**config.mk**
```make
export PLATFORM = sky130hd
export DESIGN_NAME = aes_ctr_ctrl
export DESIGN_NICKNAME = d
export VERILOG_FILES = /design/src/rtl/core/aes_ctr_pkg.sv /design/src/rtl/core/aes_ctr_ctrl.sv
export SDC_FILE = /design/constraint.sdc
export NUM_CORES = 1
export LEC_CHECK = 0
export BUFFER_PORTS_ARGS = -buffer_cell sky130_fd_sc_hd__buf_2
export CELL_PAD_IN_SITES_DETAIL_PLACEMENT = 1
export CELL_PAD_IN_SITES_GLOBAL_PLACEMENT = 2
export CORE_MARGIN = 3
export CORE_UTILIZATION = 25
export CTS_BUF_LIST = sky130_fd_sc_hd__clkbuf_4 sky130_fd_sc_hd__clkbuf_8
export CTS_CLUSTER_SIZE = 8
export DETAILED_ROUTE_END_ITERATION = 10
export GPL_TIMING_DRIVEN = 0
export MAX_ROUTING_LAYER = met4
export PLACE_DENSITY = 0.9
export SLEW_MARGIN = 25
export SYNTH_ARGS = -nofsm -noshare
export SYNTH_HDL_FRONTEND = slang
export SYNTH_SLANG_ARGS = --single-unit
```
**constraint.sdc**
```tcl
create_clock -name clock -period 2.33 [get_ports clock]
set_input_delay 0.233 -clock clock [delete_from_list [all_inputs] [get_ports clock]]
set_output_delay 0.233 -clock clock [all_outputs]
set_load 0.1 [all_outputs]
```
**src/rtl/core/aes_ctr_pkg.sv**
```systemverilog
// aes_ctr_pkg: shared types, constants and functions of the counter-mode aes block
// no dependencies
package aes_ctr_pkg;

   localparam int MaxRoundKeys = 15;
   localparam int RkDepth = 2 * MaxRoundKeys;
   localparam int RkAddrW = $clog2(RkDepth);
   localparam int MaxWords = 4 * MaxRoundKeys;
   localparam int WordIdxW = $clog2(MaxWords + 1);
   localparam int RoundW = 4;

   localparam logic [2:0] CsrKeySize = 3'd0;
   localparam logic [2:0] CsrKey0 = 3'd1;
   localparam logic [2:0] CsrKey1 = 3'd2;
   localparam logic [2:0] CsrKey2 = 3'd3;
   localparam logic [2:0] CsrKey3 = 3'd4;
   localparam logic [2:0] CsrCtrHi = 3'd5;
   localparam logic [2:0] CsrCtrLo = 3'd6;

   localparam logic [7:0] RconInit = 8'h01;

   typedef logic [7:0] sbox_tab_type [256];
   localparam sbox_tab_type SboxTab = '{
      8'h63,8'h7c,8'h77,8'h7b,8'hf2,8'h6b,8'h6f,8'hc5,8'h30,8'h01,8'h67,8'h2b,8'hfe,8'hd7,8'hab,8'h76,
      8'hca,8'h82,8'hc9,8'h7d,8'hfa,8'h59,8'h47,8'hf0,8'had,8'hd4,8'ha2,8'haf,8'h9c,8'ha4,8'h72,8'hc0,
      8'hb7,8'hfd,8'h93,8'h26,8'h36,8'h3f,8'hf7,8'hcc,8'h34,8'ha5,8'he5,8'hf1,8'h71,8'hd8,8'h31,8'h15,
      8'h04,8'hc7,8'h23,8'hc3,8'h18,8'h96,8'h05,8'h9a,8'h07,8'h12,8'h80,8'he2,8'heb,8'h27,8'hb2,8'h75,
      8'h09,8'h83,8'h2c,8'h1a,8'h1b,8'h6e,8'h5a,8'ha0,8'h52,8'h3b,8'hd6,8'hb3,8'h29,8'he3,8'h2f,8'h84,
      8'h53,8'hd1,8'h00,8'hed,8'h20,8'hfc,8'hb1,8'h5b,8'h6a,8'hcb,8'hbe,8'h39,8'h4a,8'h4c,8'h58,8'hcf,
      8'hd0,8'hef,8'haa,8'hfb,8'h43,8'h4d,8'h33,8'h85,8'h45,8'hf9,8'h02,8'h7f,8'h50,8'h3c,8'h9f,8'ha8,
      8'h51,8'ha3,8'h40,8'h8f,8'h92,8'h9d,8'h38,8'hf5,8'hbc,8'hb6,8'hda,8'h21,8'h10,8'hff,8'hf3,8'hd2,
      8'hcd,8'h0c,8'h13,8'hec,8'h5f,8'h97,8'h44,8'h17,8'hc4,8'ha7,8'h7e,8'h3d,8'h64,8'h5d,8'h19,8'h73,
      8'h60,8'h81,8'h4f,8'hdc,8'h22,8'h2a,8'h90,8'h88,8'h46,8'hee,8'hb8,8'h14,8'hde,8'h5e,8'h0b,8'hdb,
      8'he0,8'h32,8'h3a,8'h0a,8'h49,8'h06,8'h24,8'h5c,8'hc2,8'hd3,8'hac,8'h62,8'h91,8'h95,8'he4,8'h79,
      8'he7,8'hc8,8'h37,8'h6d,8'h8d,8'hd5,8'h4e,8'ha9,8'h6c,8'h56,8'hf4,8'hea,8'h65,8'h7a,8'hae,8'h08,
      8'hba,8'h78,8'h25,8'h2e,8'h1c,8'ha6,8'hb4,8'hc6,8'he8,8'hdd,8'h74,8'h1f,8'h4b,8'hbd,8'h8b,8'h8a,
      8'h70,8'h3e,8'hb5,8'h66,8'h48,8'h03,8'hf6,8'h0e,8'h61,8'h35,8'h57,8'hb9,8'h86,8'hc1,8'h1d,8'h9e,
      8'he1,8'hf8,8'h98,8'h11,8'h69,8'hd9,8'h8e,8'h94,8'h9b,8'h1e,8'h87,8'he9,8'hce,8'h55,8'h28,8'hdf,
      8'h8c,8'ha1,8'h89,8'h0d,8'hbf,8'he6,8'h42,8'h68,8'h41,8'h99,8'h2d,8'h0f,8'hb0,8'h54,8'hbb,8'h16
   };

   typedef enum logic [5:0] {
      ST_IDLE   = 6'b000001,
      ST_EXPAND = 6'b000010,
      ST_WHITEN = 6'b000100,
      ST_ROUND  = 6'b001000,
      ST_FINISH = 6'b010000,
      ST_OUT    = 6'b100000
   } ctl_state_type;

   // controller to datapath
   typedef struct packed {
      logic accept;       // latch the transaction
      logic exp_init;     // reload key schedule generator
      logic exp_step;     // produce one key word
      logic ctr_load;     // reload counter from csr
      logic rk_read;      // fetch round key halves
      logic whiten;       // state = counter ^ rk0
      logic round;        // one aes round
      logic finish;       // form the result
   } ctl_cmd_type;

   // datapath to controller
   typedef struct packed {
      logic exp_done;
      logic last_round;
   } dp_stat_type;

   function automatic logic [7:0] xtime(input logic [7:0] b);
      xtime = {b[6:0], 1'b0} ^ (b[7] ? 8'h1b : 8'h00);
   endfunction

   function automatic logic [31:0] sub_word(input logic [31:0] w);
      sub_word = {SboxTab[w[31:24]], SboxTab[w[23:16]], SboxTab[w[15:8]], SboxTab[w[7:0]]};
   endfunction

endpackage

```
**src/rtl/core/aes_ctr_ctrl.sv**
```systemverilog
// aes_ctr_ctrl: sequencing state machine for key expansion, rounds and output
// depends on aes_ctr_pkg
module aes_ctr_ctrl import aes_ctr_pkg::*; (
   input  logic        clock,
   input  logic        reset,
   input  logic        req_valid,
   input  logic        req_start,
   output logic        req_ready,
   output logic        rsp_valid,
   input  logic        rsp_ready,
   input  dp_stat_type stat,
   output ctl_cmd_type cmd
);
   ctl_state_type state_ff, state_in;

   always_ff @(posedge clock) begin
      if (reset) begin
         state_ff <= ST_IDLE;
      end else begin
         state_ff <= state_in;
      end
   end

   always_comb begin
      state_in = state_ff;
      cmd = '0;
      req_ready = 1'b0;
      rsp_valid = 1'b0;
      case (state_ff)
         ST_IDLE: begin
            req_ready = 1'b1;
            if (req_valid) begin
               cmd.accept = 1'b1;
               if (req_start) begin
                  cmd.exp_init = 1'b1;
                  cmd.ctr_load = 1'b1;
                  state_in = ST_EXPAND;
               end else begin
                  cmd.rk_read = 1'b1;
                  state_in = ST_WHITEN;
               end
            end
         end
         ST_EXPAND: begin
            if (stat.exp_done) begin
               cmd.rk_read = 1'b1;
               state_in = ST_WHITEN;
            end else begin
               cmd.exp_step = 1'b1;
            end
         end
         ST_WHITEN: begin
            cmd.whiten = 1'b1;
            cmd.rk_read = 1'b1;
            state_in = ST_ROUND;
         end
         ST_ROUND: begin
            cmd.round = 1'b1;
            if (stat.last_round) begin
               state_in = ST_FINISH;
            end else begin
               cmd.rk_read = 1'b1;
            end
         end
         ST_FINISH: begin
            cmd.finish = 1'b1;
            state_in = ST_OUT;
         end
         ST_OUT: begin
            rsp_valid = 1'b1;
            if (rsp_ready) begin
               state_in = ST_IDLE;
            end
         end
         default: begin
            state_in = ST_IDLE;
         end
      endcase
   end
endmodule

```
# --- Word level (Yosys, flattened, before mapping) ---
# Index checks and enable logic that the tools add are counted.
word_totals:
  latchBits: 0
  reg_bits: 6
  inputBits: 7
  ram_bits: 0
  n_memories: 0
  romBits: 0
  word_cells: 34
  output_inout_bits: 10
classes:
  order_cmp: 0
  n_mux: 22
  n_reduce_logical: 1
  shifts: 0
  multipliers: 0
  n_eq_ne: 10
  n_div: 0
  bitwise_logic: 0
  add_sub_neg: 0
op_table:
  columns: ["operator", "count"]
  rows:
  - ["6-bit one-hot mux with 6 select lines", 1]
  - ["6-bit 2-to-1 mux", 4]
  - ["1-bit 2-to-1 mux", 12]
  - ["2-bit inequality test, second input constant", 4]
  - ["6-bit by 1-bit == test with 1-bit output, second input constant", 1]
  - ["6-bit by 2-bit == test with 1-bit output, second input constant", 1]
  - ["6-bit by 3-bit == test with 1-bit output, second input constant", 1]
  - ["6-bit by 4-bit == test with 1-bit output, second input constant", 1]
  - ["6-bit by 5-bit == test with 1-bit output, second input constant", 1]
  - ["6-bit == test, second input constant", 1]
  - ["2-bit 2-to-1 mux", 3]
  - ["1-bit one-hot mux with 4 select lines", 1]
  - ["4-bit AND reduction", 1]
  - ["3-bit 2-to-1 mux", 1]

# --- Logic depth before layout (Yosys ltp) ---
depth:
  word_depth: 3
  depth_mapped: 5
  depth_no_buf: 4

# --- Least setup slack after synthesis ---
# No wires, ideal clock.
synth_path:
  kind: "register to output"
  startpoint: "register state_ff[1]"
  endpoint: "output port cmd[3] in the netlist's numbering"
  arrival_time_ns: 3.921
  path_slack_ns: -1.824
  path_buffers: 0
  required_time_ns: 2.097
  stages_incl_launch_ff: 5
  path_cell_list: "dfxtp_1 or4_4 nor2_1 nand2_1 o211ai_1"
synth_rtl:
  columns: ["element", "line", "source"]
  rows:
  - ["start, declared", "aes_ctr_ctrl.sv:14", "ctl_state_type state_ff, state_in;"]
  - ["start signal, assigned", "aes_ctr_ctrl.sv:20", "state_ff <= state_in;"]
  - ["end, declared", "aes_ctr_ctrl.sv:12", "output ctl_cmd_type cmd"]

==> out/results.tsv <==
metric	value	unit
wl	1.14	mm
cts-root-buf	clkbuf_4	
multi_input_area	285	µm²
synth_top_area_share	30.0	%
nets	81	
whs	0.188	ns
grt_overflow	0	
port_buffers	16	
period_needed	2.20	ns
start_util	28.6	%
stdcell_count	87	
grt.met2_usage	17.6	%
endpoint_kind	output port	
syn-mean-instance-area	7.55	µm²
p_leak	0.000267	µW
ir_drop	0.291	mV
ctsHoldBuffers	0	
async_reset_ff_share	0	%
n_antenna_cell	0	
synthesis.area	400	µm²
required	2.10	ns
drt-pass1-iter-count	3	
dieArea	2120	µm²
top_register	state_ff	
hold_violations	0	
fp.dieW	46.0	µm
num_rows	13	
max_cap_viol_count	0	
start_kind	register	
layout-area-overhead-vs-synth	42.2	%
ys_seq_area_share	30.0	%
drtIter0Drc	7	
hp-class	in2reg	
cts.path.max_buffers	2	
fin_crit_sh	94.6	%
core-area	1400	µm²
numCtsBuffers	3	
cts_sinks	6	
intPower	216	µW
grt_util_met1	17.1	%
largest_register_ffs	6	
synth_ff_type	dfxtp_1	
wl_per_cell	13.1	µm
grt_max_degree	11	
finClkSkew	0.00843	ns
grt_pass1_vias	418	
cts_tree	done	
clock.fmax	454	MHz
htreeDepth	1	
switching_share	48.8	%
gr-usage-met3	4.74	%
track_usage	12.4	%
relSlewSlack	67.8	%
final_antenna_net_count	0	
gp_congestion	0.718	
finalMaxSlewViolations	0	
syn_inst	53	
rsz0062_at_grt	no	
io_pins	17	
status	finished clean	
vias	448	
fillCellCount	183	
pwr_density_cell	741	nW/µm²
dp_hpwl	890	µm
busiest_layer	met2	
clkPwrFrac	23.1	%
antenna_found_initial	0	
setup_viol	0	
yosysTopAreaCell	dfxtp_1	
via_per_inst	5.15	
design_area	569	µm²
p_switching	206	µW
synthDistinctLibCells	23	
die_y	46.0	µm
clk_pin_slew	0.05	ns
syn_nets	60	
grt_pass1_wl	1.86	mm
worstPathArrival	1.97	ns
final-seq-area	121	µm²
ys_warn_count	0	
critical-path-slowest-cell	or4_4	
top_regs	state_ff: 6 flops	
tns	0	ns
power_frac_seq	28.4	%
dp.cells	84	
worstPathCellList	or4_4, nor2_4, nand3_2, clkinvlp_4, buf_12, buf_2	
clk_latency	0.25	ns
crit_fanout	6	
power_frac_comb	48.5	%
drive_gt1_share	40.3	%
ys_ff_latch	6	
final_util	40.7	%
drc_errors	0	
critPathKind	reg2out	
synth_edf_count	0	
max_stage_delay	0.56	ns
post_dp_cell_area	544	µm²
synthTopCellsByArea	dfxtp_1, nor3b_1, nor2_1, o211ai_1, o21ai_0	
worst_slew_pin_slew	0.487	ns
layer usage:
layer	wire, µm	part of all wire, %
met5	0	0
met4	0	0
met3	54	4.7
met2	526	46
met1	562	49
synthesized netlist by cell type, types with 2 or more instances:
cell type	n
nor2b_1	3
o21ai_0	4
dfxtp_1	6
nor2_1	8
inv_1	3
o211ai_1	3
nand2_1	2
a21oi_1	3
and3_1	2
nor3_1	2
nor3b_1	5
layout by cell type (no fill, tap or decap):
cell,synthesis,final
a211oi_2,1,1
a21oi_1,3,3
and3_1,2,2
buf_12,0,1
buf_2,0,15
clkbuf_1,1,1
clkbuf_4,0,4
clkinvlp_4,0,1
dfxtp_1,6,5
dfxtp_2,0,1
inv_1,3,2
nand2_1,2,2
nand2b_1,1,1
nand3_2,0,1
nand4_1,1,1
nand4b_1,1,1
nor2_1,8,7
nor2_4,0,1
nor2b_1,3,3
nor3_1,2,2
nor3b_1,5,2
nor3b_2,0,3
nor4b_1,1,1
o211ai_1,3,3
o21ai_0,4,4
o21ba_1,1,1
or3_1,1,1
or4_4,1,1
xor2_1,1,1
path summary, 6_finish.rpt:
path / startpoint / to / slack [ns] / depth (start not counted)
worst max-delay path: state_ff[2] / cmd[6] / 0.13 / 6
worst min-delay path: reset / state_ff[2] / 0.19 / 2
worst max register to register: state_ff[2] / state_ff[4] / 0.67 / 4
worst min register to register: state_ff[2] / state_ff[2] / 0.69 / 3
stage by stage:
stage / setup WS [ns] / power, µW
final: 0.127 / 422
after global routing: 0.0427 / 448
after CTS: 0.109 / 427
after detailed placement: 0.380 / 327
after global placement: 0.385 / 324
after floorplan: -0.943 / 292
what timing repair did:
action | CTS | global route
endpoints found under the setup margin | 0 | 1
buffers inserted | 0 | 0
gates resized for setup | 0 | 1
kinds of logic after synthesis:
kind of cell    after synthesis  share of synthesized area (%)
compound gates               12                           20.0
buf+inv                       5                           5.62
simple gates                 29                           42.2
xor+xnor                      1                           2.19
flops                         6                           30.0
power groups by stage:
stage	Combinational, µW	Sequential (µW)	Clock [µW]
after global placement	203	121	0
after floorplan	174	119	0
after CTS	205	120	102
after global routing	217	121	110
after detailed placement	205	122	0
final	205	120	97.5
worst max-delay path, delay by kind of cell (launching register included):
kind          cells  cell delay (ns)
simple gates      3             0.78
buf+inv           3             0.60
flops             1             0.34
cell type report:
class                   count  share of cell area, %
multi-input cells          42                   50.1
flip-flops and latches      6                   21.3
repair buffers             16                   14.5
plain buffers               2                   4.18
clock buffers               3                   3.96
well taps                  15                   3.30
inverters                   3                   2.64
Note: power is estimated with default switching activity, not from simulation.
